<file path="src/rtl/dltq_pkg.sv">
// Package for the delta-list timer queue.
// Field widths, beat codes, control struct and state type. No dependencies.
`default_nettype none

package dltq_pkg;

  localparam int SLOTS_DEF      = 16;
  localparam int DELAY_BITS_DEF = 16;

  localparam int MODE_W = 2;
  localparam int H_W    = 4;
  localparam int A_W    = 8;
  localparam int TIME_W = 16;
  localparam int KIND_W = 3;

  localparam logic [MODE_W-1:0] MODE_INSERT  = 2'd0;
  localparam logic [MODE_W-1:0] MODE_REMOVE  = 2'd1;
  localparam logic [MODE_W-1:0] MODE_ADVANCE = 2'd2;

  localparam logic [KIND_W-1:0] KIND_INSERTED = 3'd0;
  localparam logic [KIND_W-1:0] KIND_FULL     = 3'd1;
  localparam logic [KIND_W-1:0] KIND_REMOVED  = 3'd2;
  localparam logic [KIND_W-1:0] KIND_EXPIRED  = 3'd3;
  localparam logic [KIND_W-1:0] KIND_ADV_DONE = 3'd4;

  typedef enum logic [1:0] {
    ST_IDLE,
    ST_INS,
    ST_REM,
    ST_ADV
  } dltq_state_t;

  // shift: whole row moves one towards the head; wr: one cell loads the push entry;
  // hupd: head cell takes a new delta
  typedef struct packed {
    logic shift;
    logic wr;
    logic hupd;
  } dltq_ctl_t;

endpackage

`default_nettype wire

</file>
<file path="src/rtl/dltq_cell.sv">
// One queue slot of the delta-list timer queue: handler, argument and delta.
// Depends on dltq_pkg.
`default_nettype none

module dltq_cell
  import dltq_pkg::*;
#(
  parameter int IDX_W      = 4,
  parameter int IDX        = 0,
  parameter int DELAY_BITS = DELAY_BITS_DEF
) (
  input  wire logic                  clk,
  input  wire dltq_ctl_t             ctl,
  input  wire logic [IDX_W-1:0]      wr_idx,
  input  wire logic [H_W-1:0]        push_h,
  input  wire logic [A_W-1:0]        push_a,
  input  wire logic [DELAY_BITS-1:0] push_d,
  input  wire logic [DELAY_BITS-1:0] head_d,
  input  wire logic [H_W-1:0]        nxt_h,
  input  wire logic [A_W-1:0]        nxt_a,
  input  wire logic [DELAY_BITS-1:0] nxt_d,
  output logic      [H_W-1:0]        h,
  output logic      [A_W-1:0]        a,
  output logic      [DELAY_BITS-1:0] d
);

  logic sel;

  assign sel = ctl.wr && (wr_idx == IDX_W'(IDX));

  always_ff @(posedge clk) begin
    if (sel) begin
      h <= push_h;
      a <= push_a;
      d <= push_d;
    end else if (ctl.shift) begin
      h <= nxt_h;
      a <= nxt_a;
      d <= nxt_d;
    end else if (ctl.hupd && (IDX == 0)) begin
      d <= head_d;
    end
  end

endmodule

`default_nettype wire

</file>
<file path="src/rtl/dltq_ctrl.sv">
// Head unit of the delta-list timer queue: sequencer, occupancy and result register.
// Works on the head cell one step a cycle unless a result beat is held at the output. Depends on dltq_pkg.
`default_nettype none

module dltq_ctrl
  import dltq_pkg::*;
#(
  parameter int SLOTS      = SLOTS_DEF,
  parameter int DELAY_BITS = DELAY_BITS_DEF,
  localparam int IDX_W     = (SLOTS > 1) ? $clog2(SLOTS) : 1,
  localparam int CNT_W     = $clog2(SLOTS + 1)
) (
  input  wire logic                  clk,
  input  wire logic                  rst,
  input  wire logic                  in_valid,
  output logic                       in_ready,
  input  wire logic [MODE_W-1:0]     in_mode,
  input  wire logic [H_W-1:0]        in_h,
  input  wire logic [A_W-1:0]        in_a,
  input  wire logic [TIME_W-1:0]     in_delay,
  input  wire logic [H_W-1:0]        h0,
  input  wire logic [A_W-1:0]        a0,
  input  wire logic [DELAY_BITS-1:0] d0,
  output dltq_ctl_t                  ctl,
  output logic      [IDX_W-1:0]      wr_idx,
  output logic      [H_W-1:0]        push_h,
  output logic      [A_W-1:0]        push_a,
  output logic      [DELAY_BITS-1:0] push_d,
  output logic      [DELAY_BITS-1:0] head_d,
  output logic                       out_valid,
  input  wire logic                  out_ready,
  output logic      [KIND_W-1:0]     out_kind,
  output logic      [H_W-1:0]        out_h,
  output logic      [A_W-1:0]        out_a,
  output logic      [TIME_W-1:0]     out_time,
  output logic                       out_found,
  output logic                       out_last
);

  localparam int WW = (DELAY_BITS > TIME_W) ? DELAY_BITS : TIME_W;

  dltq_state_t state, state_next;

  logic [CNT_W-1:0]      cnt, cnt_next;
  logic [CNT_W-1:0]      r, r_next;
  logic [H_W-1:0]        hq, hq_next;
  logic [A_W-1:0]        aq, aq_next;
  logic [DELAY_BITS-1:0] t, t_next;
  logic [DELAY_BITS-1:0] carry, carry_next;
  logic [TIME_W-1:0]     run, run_next;
  logic [TIME_W-1:0]     abs_t, abs_t_next;
  logic [H_W-1:0]        fh, fh_next;
  logic [A_W-1:0]        fa, fa_next;
  logic                  placed, placed_next;
  logic                  adj, adj_next;
  logic                  hit, hit_next;
  logic                  full, full_next;

  logic [WW-1:0]         d_wide;
  logic [DELAY_BITS-1:0] d_sat;
  logic [DELAY_BITS:0]   rsum;
  logic [DELAY_BITS-1:0] dd;
  logic                  match;
  logic                  out_free;
  logic                  go;
  logic                  emit;
  logic                  pop;
  logic                  push;
  logic                  hupd;
  logic [KIND_W-1:0]     e_kind;
  logic [H_W-1:0]        e_h;
  logic [A_W-1:0]        e_a;
  logic [TIME_W-1:0]     e_time;
  logic                  e_found;
  logic                  e_last;

  assign d_wide = WW'(in_delay);
  assign d_sat  = (d_wide > WW'({DELAY_BITS{1'b1}})) ? {DELAY_BITS{1'b1}}
                                                      : d_wide[DELAY_BITS-1:0];

  assign rsum  = {1'b0, d0} + {1'b0, carry};
  assign dd    = rsum[DELAY_BITS] ? {DELAY_BITS{1'b1}} : rsum[DELAY_BITS-1:0];
  assign match = ((hq == '0) || (hq == h0)) && ((aq == '0) || (aq == a0));

  assign out_free = !out_valid || out_ready;
  assign go       = !emit || out_free;
  assign in_ready = (state == ST_IDLE);

  // next state
  always_comb begin
    state_next = state;
    case (state)
      ST_IDLE: begin
        if (in_valid) begin
          case (in_mode)
            MODE_INSERT: state_next = ST_INS;
            MODE_REMOVE: state_next = ST_REM;
            default:     state_next = ST_ADV;
          endcase
        end
      end
      ST_INS: begin
        if (go && (full || (r == '0))) state_next = ST_IDLE;
      end
      ST_REM: begin
        if (go && (r == '0)) state_next = ST_IDLE;
      end
      ST_ADV: begin
        if (go && ((cnt == '0) || (d0 > t))) state_next = ST_IDLE;
      end
      default: state_next = ST_IDLE;
    endcase
  end

  // step of the head unit
  always_comb begin
    emit        = 1'b0;
    pop         = 1'b0;
    push        = 1'b0;
    hupd        = 1'b0;
    push_h      = h0;
    push_a      = a0;
    push_d      = d0;
    head_d      = d0 - t;
    e_kind      = KIND_ADV_DONE;
    e_h         = '0;
    e_a         = '0;
    e_time      = '0;
    e_found     = 1'b0;
    e_last      = 1'b1;
    hq_next     = hq;
    aq_next     = aq;
    t_next      = t;
    carry_next  = carry;
    run_next    = run;
    abs_t_next  = abs_t;
    fh_next     = fh;
    fa_next     = fa;
    placed_next = placed;
    adj_next    = adj;
    hit_next    = hit;
    full_next   = full;
    r_next      = r;
    case (state)
      ST_IDLE: begin
        hq_next     = in_h;
        aq_next     = in_a;
        t_next      = ((in_mode == MODE_INSERT) || (in_mode == MODE_ADVANCE)) ? d_sat : '0;
        carry_next  = '0;
        run_next    = '0;
        abs_t_next  = '0;
        fh_next     = '0;
        fa_next     = '0;
        placed_next = 1'b0;
        adj_next    = 1'b0;
        hit_next    = 1'b0;
        full_next   = (cnt == CNT_W'(SLOTS));
        r_next      = cnt;
      end
      ST_INS: begin
        if (full) begin
          emit   = 1'b1;
          e_kind = KIND_FULL;
        end else begin
          if (!placed && ((r == '0) || (d0 > t))) begin
            push        = 1'b1;
            push_h      = hq;
            push_a      = aq;
            push_d      = t;
            placed_next = 1'b1;
            adj_next    = 1'b1;
          end else if (r != '0) begin
            pop    = 1'b1;
            push   = 1'b1;
            r_next = r - CNT_W'(1);
            if (!placed) begin
              t_next = t - d0;
            end else begin
              push_d   = adj ? (d0 - t) : d0;
              adj_next = 1'b0;
            end
          end
          if (r == '0) begin
            emit   = 1'b1;
            e_kind = KIND_INSERTED;
          end
        end
      end
      ST_REM: begin
        if (r == '0) begin
          emit    = 1'b1;
          e_kind  = KIND_REMOVED;
          e_h     = fh;
          e_a     = fa;
          e_time  = abs_t;
          e_found = hit;
        end else begin
          pop    = 1'b1;
          r_next = r - CNT_W'(1);
          if (match) begin
            hit_next   = 1'b1;
            fh_next    = h0;
            fa_next    = a0;
            abs_t_next = run + TIME_W'(dd);
            carry_next = dd;
          end else begin
            push       = 1'b1;
            push_d     = dd;
            run_next   = run + TIME_W'(dd);
            carry_next = '0;
          end
        end
      end
      ST_ADV: begin
        emit = 1'b1;
        if (cnt == '0) begin
          e_kind = KIND_ADV_DONE;
        end else if (d0 > t) begin
          hupd    = 1'b1;
          e_kind  = KIND_ADV_DONE;
          e_time  = TIME_W'(head_d);
          e_found = 1'b1;
        end else begin
          pop    = 1'b1;
          t_next = t - d0;
          e_kind = KIND_EXPIRED;
          e_h    = h0;
          e_a    = a0;
          e_last = 1'b0;
        end
      end
      default: begin
        emit = 1'b0;
      end
    endcase
  end

  assign ctl.shift = pop && go;
  assign ctl.wr    = push && go;
  assign ctl.hupd  = hupd && go;
  assign wr_idx    = pop ? IDX_W'(cnt - CNT_W'(1)) : IDX_W'(cnt);

  always_comb begin
    cnt_next = cnt;
    if (pop && !push) begin
      cnt_next = cnt - CNT_W'(1);
    end else if (!pop && push) begin
      cnt_next = cnt + CNT_W'(1);
    end
  end

  always_ff @(posedge clk) begin
    if (rst) begin
      state     <= ST_IDLE;
      cnt       <= '0;
      out_valid <= 1'b0;
    end else begin
      if (go) begin
        state <= state_next;
        cnt   <= cnt_next;
      end
      if (emit && go) begin
        out_valid <= 1'b1;
      end else if (out_ready) begin
        out_valid <= 1'b0;
      end
    end
  end

  always_ff @(posedge clk) begin
    if (go) begin
      hq     <= hq_next;
      aq     <= aq_next;
      t      <= t_next;
      carry  <= carry_next;
      run    <= run_next;
      abs_t  <= abs_t_next;
      fh     <= fh_next;
      fa     <= fa_next;
      placed <= placed_next;
      adj    <= adj_next;
      hit    <= hit_next;
      full   <= full_next;
      r      <= r_next;
    end
    if (emit && go) begin
      out_kind  <= e_kind;
      out_h     <= e_h;
      out_a     <= e_a;
      out_time  <= e_time;
      out_found <= e_found;
      out_last  <= e_last;
    end
  end

endmodule

`default_nettype wire

</file>
<file path="src/rtl/delta_list_timer_queue_unit.sv">
// Top level of the delta-list timer queue: a row of slot cells and the head unit.
// Depends on dltq_pkg, dltq_cell and dltq_ctrl.
//
// Timers sit in a row of SLOTS cells in due order, each holding its delay relative to
// the one before. A single head unit looks at cell 0 once per cycle unless a result
// beat is held at the output; the row shifts towards it and reordered entries are
// written back behind the untouched ones. Each beat is taken and then worked off by
// the head unit visiting the queued timers in turn; an advance stops at the first
// timer not yet due, and an insert on a full queue is refused. A new beat is taken
// only once the previous one is fully worked off, though its last result may still
// sit in the output register. A result beat stalls the queue while the output
// register is held.
`default_nettype none

module delta_list_timer_queue_unit
  import dltq_pkg::*;
#(
  parameter int SLOTS      = SLOTS_DEF,
  parameter int DELAY_BITS = DELAY_BITS_DEF
) (
  input  wire logic              clk,
  input  wire logic              rst,
  input  wire logic              s_tvalid,
  output logic                   s_tready,
  input  wire logic [31:0]       s_tdata,   // handler_id[3:0], arg_id[11:4], delay_ms[27:12]
  input  wire logic [MODE_W-1:0] s_tuser,   // mode
  output logic                   m_tvalid,
  input  wire logic              m_tready,
  output logic      [31:0]       m_tdata,   // handler_id_out[3:0], arg_id_out[11:4],
                                            // time_ms[27:12], found[28]
  output logic      [KIND_W-1:0] m_tuser,   // kind
  output logic                   m_tlast
);

  localparam int IDX_W = (SLOTS > 1) ? $clog2(SLOTS) : 1;

  dltq_ctl_t             ctl;
  logic [IDX_W-1:0]      wr_idx;
  logic [H_W-1:0]        push_h;
  logic [A_W-1:0]        push_a;
  logic [DELAY_BITS-1:0] push_d;
  logic [DELAY_BITS-1:0] head_d;
  logic [H_W-1:0]        c_h [SLOTS+1];
  logic [A_W-1:0]        c_a [SLOTS+1];
  logic [DELAY_BITS-1:0] c_d [SLOTS+1];
  logic [H_W-1:0]        o_h;
  logic [A_W-1:0]        o_a;
  logic [TIME_W-1:0]     o_time;
  logic                  o_found;

  assign c_h[SLOTS] = '0;
  assign c_a[SLOTS] = '0;
  assign c_d[SLOTS] = '0;

  for (genvar k = 0; k < SLOTS; k++) begin : g_cell
    dltq_cell #(
      .IDX_W      (IDX_W),
      .IDX        (k),
      .DELAY_BITS (DELAY_BITS)
    ) u_cell (
      .clk    (clk),
      .ctl    (ctl),
      .wr_idx (wr_idx),
      .push_h (push_h),
      .push_a (push_a),
      .push_d (push_d),
      .head_d (head_d),
      .nxt_h  (c_h[k+1]),
      .nxt_a  (c_a[k+1]),
      .nxt_d  (c_d[k+1]),
      .h      (c_h[k]),
      .a      (c_a[k]),
      .d      (c_d[k])
    );
  end

  dltq_ctrl #(
    .SLOTS      (SLOTS),
    .DELAY_BITS (DELAY_BITS)
  ) u_ctrl (
    .clk       (clk),
    .rst       (rst),
    .in_valid  (s_tvalid),
    .in_ready  (s_tready),
    .in_mode   (s_tuser),
    .in_h      (s_tdata[3:0]),
    .in_a      (s_tdata[11:4]),
    .in_delay  (s_tdata[27:12]),
    .h0        (c_h[0]),
    .a0        (c_a[0]),
    .d0        (c_d[0]),
    .ctl       (ctl),
    .wr_idx    (wr_idx),
    .push_h    (push_h),
    .push_a    (push_a),
    .push_d    (push_d),
    .head_d    (head_d),
    .out_valid (m_tvalid),
    .out_ready (m_tready),
    .out_kind  (m_tuser),
    .out_h     (o_h),
    .out_a     (o_a),
    .out_time  (o_time),
    .out_found (o_found),
    .out_last  (m_tlast)
  );

  assign m_tdata = {3'b000, o_found, o_time, o_a, o_h};

  a_busy_after_accept: assert property (@(posedge clk) disable iff (rst)
    s_tvalid && s_tready |=> !s_tready)
    else $error("queue took a beat without going busy");

  a_row_quiet_when_idle: assert property (@(posedge clk) disable iff (rst)
    ctl.shift || ctl.wr || ctl.hupd |-> !s_tready)
    else $error("queue row changed while idle");

  a_hupd_alone: assert property (@(posedge clk) disable iff (rst)
    ctl.hupd |-> !ctl.shift && !ctl.wr)
    else $error("head delta update clashed with a row move");

  a_only_expiry_open: assert property (@(posedge clk) disable iff (rst)
    m_tvalid && !m_tlast |-> m_tuser == KIND_EXPIRED)
    else $error("non-final result beat is not an expiry");

endmodule

`default_nettype wire
</file>
<file path="config.mk">
export PLATFORM = sky130hd
export DESIGN_NAME = delta_list_timer_queue_unit
export DESIGN_NICKNAME = d
export VERILOG_FILES = /design/src/rtl/dltq_pkg.sv /design/src/rtl/dltq_cell.sv /design/src/rtl/dltq_ctrl.sv /design/src/rtl/delta_list_timer_queue_unit.sv
export SDC_FILE = /design/constraint.sdc
export NUM_CORES = 1
export LEC_CHECK = 0
export BUFFER_PORTS_ARGS = -buffer_cell sky130_fd_sc_hd__buf_2
export CORE_ASPECT_RATIO = 1.2
export CORE_MARGIN = 3
export CORE_UTILIZATION = 63
export DETAILED_ROUTE_END_ITERATION = 6
export HOLD_SLACK_MARGIN = 0.12
export PLACE_DENSITY = 0.8
export REMOVE_ABC_BUFFERS = 1
export SLEW_MARGIN = 20
export SYNTH_ARGS = -nofsm -noshare
export SYNTH_HDL_FRONTEND = slang
export SYNTH_SLANG_ARGS = --single-unit
export TNS_END_PERCENT = 20
</file>
<file path="constraint.sdc">
create_clock -name clk -period 5.7 [get_ports clk]
set_input_delay 0.285 -clock clk [delete_from_list [all_inputs] [get_ports clk]]
set_output_delay 0.285 -clock clk [all_outputs]
set_load 0.1 [all_outputs]
</file>
==> results.md, run 1 <==
* Compound-Gate Fraction of Synth Area at 11.2%
* Critical path arrival at 5.46 ns
* Met2 Use GR at 46.2%
* Minimum clock period at 5.11 ns
* Comb pwr share at 44.3%
* Layer with the highest usage: met2
* Clock-pin slew on the worst setup and hold paths at 0.07 ns
* Min-delay src: s_tdata[22]
* Top_reg_cell synth: edfxtp_1
* H-Tree Depth at 2
* Count of buffers from port buffering at 68
* Synth Cell Area at 28,700 um2
* Ratio of cells with drive above 1 in the final layout at 20.6%
* Fin Clk Skew at 0.0288 ns
* TritonCTS clock tree: built
* Simple-gate share of the synthesized area at 9.01%
* Crit Path Category: flip-flop to flip-flop
* WHS Endpoint: u_ctrl.t[10]
* Post-CTS Resized at 0
* HPWL after DPL at 44,900 um
* FP Rows at 85
* Total CTS buffers at 54
* Initial detailed-routing violation count at 1,128
* First-pass GRT wire length at 99,000 um
* Die X at 201 um
* Net count reported at finish at 2,453
* Remaining Overflow, GRT at 0
* Fin util at 70.7%
* I/O pin cnt at 76
* Initial Utilization at 63.9%
* Worst setup SP type: flip-flop
* Clock latency on the worst-skew pair at 0.62 ns
* Routed WL per cell at 21.0 um
* Largest net degree at the start of global routing at 59
* P per Cell Area at 574 nW/um2
* Multiplexer share of the synthesized area at 10.1%
* DR vias/cell at 6.12
* Flop-to-flop setup slack at 0.59 ns
* Final hold viol count at 0
* Largest vdd supply drop at 325 uV
* Seq/Total Area, Yosys at 61.1%
* Post-synth cell types at 85
* Via count at 18,300
* Number of synthesized flops with an enable pin at 578
* M3 GR Usage at 3.77%
* Die H at 240 um
* P_int at 10.9 mW
* Final Hold Slack at 0.165 ns
* Die area at 48,100 um2
* Share of power burned in the clock network at 19.5%
* Synth Instances at 2,264
* Largest family of logic cells by synthesized area: compound AO/OA/AOI/OAI gates
* Total Routed Length at 62,700 um
* Slew margin rel. at 35.2%
* Drt pass-1 iters at 5
* Hold crit path type: primary input to flip-flop
* Net switching power at 7.32 mW
* Met1 GRT Util at 30.6%
* Slew @ Worst Pin at 0.970 ns
* DRC at 0
* Total GRT Usage at 26.1%
* Dpl cells at 2,860
* Number of synthesized register bits at 586
* Mean Syn Cell Area at 12.7 um2
* Final setup violation count at 0
* Area grow syn2layout at 10.6%
* Post-route cell area at 31,700 um2
* Status: finished, final reports clean
* Initial antenna violation count at 0
* # Post-CTS Setup Buffers at 0
* Async S/R FF share, synth at 0%
* Total core area at 44,900 um2
* Dpl cell area at 29,600 um2
* Reg power frac at 36.2%
* Max Fanout on Critical Path at 15
* Sum of negative setup slack at 0 ns
* Hold path depth at 3
* Vias in the first global route at 18,400
* WP data required at 6.05 ns
* Clk root buf: clkbuf_16
* Fin crit share at 89.6%
* Post-Synth XOR/XNOR Area at 1.74%
* Yosys warning total at 0
* Fin worst setup slack at 0.590 ns
* Final Max Tran Viols at 0
* Maximum clock insertion buffer count at 3
* CTS sink cnt at 586
* Area share of fa/ha/maj cells after synthesis at 3.38%
* Switching share of power at 40.2%
* Worst r2r src: g_cell[0].u_cell.d[0]
* Fmax at 196 MHz
* Layout Cells excl Fill at 2,992
* Unrepaired setup endpoints after global routing: false
* R2R depth at 20
* Crit end category: flip-flop
* Antenna Cells at 0
* Gp weighted congestion at 0.950
* Final ANT Viol Nets at 0
* RR Endpoint: u_ctrl.run[14]
* Total power at 18.2 mW
* Pre-CTS setup slack at 0.632 ns
* Pleak at 11.4 nW
* Max-cap viol count at 0
[synthesized netlist by cell type (19+ instances only)]
| master | count | area (um2) |
|---|---|---|
| edfxtp_1 | 578 | 17400 |
| nor2_1 | 261 | 980 |
| a21oi_1 | 251 | 1260 |
| mux2_2 | 210 | 2360 |
| nand2_1 | 109 | 409 |
| o21ai_0 | 73 | 365 |
| ha_1 | 71 | 888 |
| clkbuf_1 | 65 | 244 |
| inv_1 | 62 | 233 |
| buf_2 | 52 | 260 |
| xnor2_1 | 38 | 333 |
| nand2b_1 | 32 | 200 |
| nand3_1 | 32 | 160 |
| nor2b_1 | 31 | 194 |
| and2_1 | 29 | 181 |
| a22o_1 | 27 | 236 |
| a21o_1 | 23 | 173 |
| xor2_1 | 19 | 166 |
[worst max-delay path, stage by stage (launching register included)]
cell and delay [ns]:
edfxtp_1 0.47, ha_1 0.29, fa_1 0.44, a211oi_1 0.28
o21ai_0 0.22, nand4_1 0.22, nand3_1 0.13, a31o_2 0.36
or2_2 0.35, ha_1 0.22, inv_1 0.09, fa_1 0.20
nor2b_1 0.07, o21ai_0 0.19, a21boi_0 0.17, o211a_1 0.26
o2111ai_1 0.27, a31oi_1 0.17, a31oi_1 0.22, xor2_1 0.17
nor2_1 0.06
[how the worst max path moves through the flow]
stage | start | to | slack [ns] | cells past startpoint
CTS | g_cell[0].u_cell.d[0] | u_ctrl.run[14] | 0.63 | 20
global placement | g_cell[0].u_cell.d[0] | u_ctrl.abs_t[14] | 0.67 | 20
global route | g_cell[0].u_cell.d[0] | u_ctrl.abs_t[15] | 0.15 | 20
detailed placement | g_cell[0].u_cell.d[0] | u_ctrl.run[14] | 0.63 | 20
finish | g_cell[0].u_cell.d[0] | u_ctrl.run[14] | 0.59 | 20
floorplan | u_ctrl.r[0] | g_cell[6].u_cell.a[0] | -0.45 | 8
[layout by cell type (no fill, tap or decap), drive strengths merged, types with 6 or more instances in the layout]
cell         Yosys  layout
nand4            9       9
or3              8       8
a21o            23      23
xnor2           38      38
and3             6       6
nor2           264     264
o21ai           75      75
clkinv           0      29
nor3            14      14
inv             64      65
nand2b          32      32
and2            29      29
mux2           240     240
dfxtp            8       8
buf             85     138
o21a            17      17
nor4             6       6
edfxtp         578     578
a31oi           10      10
nand3           33      33
xor2            19      19
ha              71      71
clkbuf          67      66
or2              8       8
o21bai           7       7
o211ai          15      15
a22oi            9       9
nand2          110     110
dlygate4sd3      0      29
a21oi          253     253
a22o            27      27
o31ai            6       6
nor2b           31      31
a211oi          18      18
mux2i           13      13
[per-layer routing]
| layer | part of all wire [%] | up-vias |
|---|---|---|
| met5 | 0 | - |
| li1 | - | 8537 |
| met4 | 6.6 | 0 |
| met1 | 37 | 8923 |
| met3 | 5.8 | 207 |
| met2 | 51 | 642 |
[registers in the layout, indices dropped and copies added (netlist names), 8 cells and up]
name and flops:
u_ctrl.t 16, g_cell.u_cell.h 64, u_ctrl.abs_t 16, u_ctrl.out_time 16
u_ctrl.aq 8, u_ctrl.out_a 8, u_ctrl.carry 16, u_ctrl.run 16
g_cell.u_cell.d 256, g_cell.u_cell.a 128, u_ctrl.fa 8
[logic make-up after synthesis]
group                      Yosys count
other                                1
DFF                                586
AOI/OAI and AO/OA                  515
muxes                              253
buffers and inverters              216
adders and majority gates           75
and+or+nand+nor                    561
xor gates and xnor gates            57
[cell type report]
class	instances	area (um2)
Timing Repair Buffer	170	1210
Multi-Input combinational cell	1464	10200
Tap cell	609	762
Sequential cell	586	17500
Inverter	64	240
Clock buffer	63	1410
Fill cell	3028	13200
Clock inverter	36	334
[timing repair]
item                       CTS  global route
hold endpoints to repair    33             0
setup endpoints to repair    0             0
hold buffers                29             0
[power by group through the flow]
stage	clock network [mW]	logic (mW)	registers [mW]
floorplan	0	5.28	6.64
global placement	0	7.55	6.60
detailed placement	0	7.85	6.66
CTS	3.61	7.95	6.58
global route	3.78	8.77	6.66
finish	3.56	8.07	6.58
Note: power is estimated with default switching activity, not from simulation.
==> run 2: changes to the inputs <==
ABC_AREA = 1   (was default)
==> run 2 against run 1 <==
Effect of this change: critical path depth rose by 3; synthesized cell count rose by 56%; sequential cell count did not move; critical endpoint is now u_ctrl.abs_t[13]; global-route usage rose by 5.9 points.
==> results.md, run 2 <==
* Largest net degree at the start of global routing at 61
* Slew @ Worst Pin at 1.05 ns
* Fin Clk Skew at 0.0234 ns
* Most frequent cells after synthesis: 1,403 x nand2_1, 578 x edfxtp_1, 405 x inv_1
* Status: finished, final reports clean
* Die X at 211 um
* Crit Path Category: flip-flop to flip-flop
* Seq/Total Area, Yosys at 54.9%
* Yosys warning total at 0
* Gp weighted congestion at 1.01
* Synth Instances at 3,543
* Crit-path slowest cell: nor2_1
* Commonest non-fill, non-tap cell in the layout: nand2_1
* Most used cell, CP: nand2_1
* Yosys top cell by area: edfxtp_1
* Clock latency on the worst-skew pair at 0.64 ns
* FP Rows at 89
* Total Routed Length at 85,900 um
* Via count at 24,800
* Max Fanout on Critical Path at 15
* TritonCTS clock tree: built
* Largest regs: g_cell.u_cell.d (256), g_cell.u_cell.a (128), g_cell.u_cell.h (64)
* Main area contributors after synthesis: edfxtp_1 54%, nand2_1 17%, o21bai_1 5.0%
* Clk root buf: clkbuf_16
* CTS sink cnt at 586
* Post-synth cell types at 48
* HPWL after DPL at 58,200 um
* Critical-path cell list: ha_1 > fa_1 > nand3_1 > nand2_1 > nand2_1 > nand2_1 > nand2_1 > nand2_1 > nand3_1 > nand2_1 > nor2_1 > inv_1 > ha_1 > a21o_1 > nand3_1 > nand2_1 > nand2_1 > nand3_1 > nand3_1 > nand2_1 > a31oi_1 > o21ai_0 > a21oi_1
* Final ANT Viol Nets at 0
* Die area at 53,400 um2
* Worst setup SP type: flip-flop
* # Post-CTS Setup Buffers at 0
* Worst path max stage delay at 0.66 ns
* Largest register FFs at 256
* Total CTS buffers at 56
* Minimum clock period at 4.89 ns
* Slew margin rel. at 30.0%
* Final Max Tran Viols at 0
* Initial antenna violation count at 0
* Initial Utilization at 64.2%
* Count of buffers from port buffering at 68
* Maximum clock insertion buffer count at 3
* Synth top area share at 54.4%
* Remaining Overflow, GRT at 0
* First-pass GRT wire length at 132,000 um
* Async S/R FF share, synth at 0%
* Number of synthesized register bits at 586
* Fmax at 204 MHz
* Dpl cell area at 32,400 um2
* WP data required at 6.11 ns
* Number of synthesized flops with an enable pin at 578
* Final hold viol count at 0
* Worst path bufs/invs at 1
* Total GRT Usage at 31.9%
* Cell with the most instances after synthesis: nand2_1
* Hold crit path type: primary input to flip-flop
* Ratio of cells with drive above 1 in the final layout at 7.89%
* Post-route cell area at 34,500 um2
* Initial detailed-routing violation count at 2,909
* Most frequent cells in the layout: 1,403 x nand2_1, 578 x edfxtp_1, 405 x inv_1
* Critical path arrival at 5.30 ns
* Clock-pin slew on the worst setup and hold paths at 0.06 ns
* Vias in the first global route at 23,700
* Fin crit share at 85.8%
* Routed WL per cell at 20.2 um
* Die H at 253 um
* Max-cap viol count at 0
* Total core area at 49,700 um2
* Top_reg_cell synth: edfxtp_1
* H-Tree Depth at 2
* Final Hold Slack at 0.149 ns
* Drt pass-1 iters at 6
* Crit end category: flip-flop
* Sum of negative setup slack at 0 ns
* Antenna Cells at 0
* CP delay by family, top: simple AND/OR/NAND/NOR gates
* DR vias/cell at 5.83
* Final setup violation count at 0
* Unrepaired setup endpoints after global routing: false
* Mean Syn Cell Area at 9.01 um2
* DRC at 0
* Net count reported at finish at 3,679
* Synth Cell Area at 31,900 um2
* Area grow syn2layout at 8.26%
* I/O pin cnt at 76
* Largest reg by FF count: g_cell.u_cell.d
run 2: cell count changes in the layout (fill, tap and decap cells not counted), moves of 25 or more:
| cell | change |
|---|---|
| a21oi_1 | -115 |
| nand3_1 | +79 |
| o21ai_0 | +82 |
| nor2_1 | -168 |
| mux2_2 | -210 |
| o21bai_1 | +206 |
| and2_1 | -25 |
| nor2b_1 | -29 |
| inv_1 | +343 |
| nand2b_1 | -32 |
| nand2_1 | +1294 |
| a22o_1 | -27 |
run 2: timing repair:
| item | 4_1_cts | 5_1_grt |
|---|---|---|
| hold buffers | 33 | 0 |
| endpoints found under the hold margin | 36 | 0 |
| gates resized for setup | 0 | 0 |
run 2: final cells by class:
cell class / instances / area [um2]
flip-flops and latches: 586 / 17500
fillers: 3626 / 15100
multi-input cells: 2362 / 11800
inverters: 412 / 1550
clock buffers: 70 / 1480
repair buffers: 148 / 1050
well taps: 637 / 797
clock inverters: 34 / 315
run 2: kinds of logic (layout without fill, tap and decap cells):
kind of cell               after synthesis  after routing  share of synthesized area (%)
other                                    1              3                         0.0118
and+or+nand+nor                       1694           1694                           21.9
AOI/OAI and AO/OA                      550            550                           10.8
adders and majority gates               75             75                           3.04
DFF                                    586            586                           54.9
xor gates and xnor gates                40             40                           1.10
buffers and inverters                  597            664                           8.17
run 2: final timing paths:
path | slack [ns] | to | cells past startpoint | startpoint
max | 0.81 | u_ctrl.abs_t[13] | 23 | g_cell[0].u_cell.d[0]
max reg2reg | 0.81 | u_ctrl.abs_t[13] | 23 | g_cell[0].u_cell.d[0]
min | 0.15 | u_ctrl.state[0] | 4 | s_tvalid
min reg2reg | 0.51 | g_cell[9].u_cell.h[2] | 2 | g_cell[10].u_cell.h[2]
run 2: routing by layer:
metal  up-vias  global-route usage (%)  share of wire (%)  routed length [um]
li1      11600                       -                  -                   -
met1     11500                    41.2                 38               32500
met2      1387                    51.1                 47               39900
met3       290                    5.16                8.7                7460
met4         0                    19.5                6.9                5930
met5         -                       0                  0                   0
run 2: stage by stage:
stage          cells  setup WS, ns  util (%)
5_1_grt         4249         0.438      69.6
6_report        4249         0.809      69.6
2_1_floorplan   3360         0.490         -
3_3_place_gp    4112          1.08      65.3
3_5_place_dp    4112         0.964      65.3
4_1_cts         4249         0.935      69.5
run 2: tightest hold or removal path, stage by stage:
cell and delay, ns:
buf_2 0.10, o21ai_0 0.15, nor3_1 0.08, a21oi_1 0.13
Power of run 2 is not shown: default switching activity piles up to over one toggle a cycle in this logic, so the estimate is an artifact.
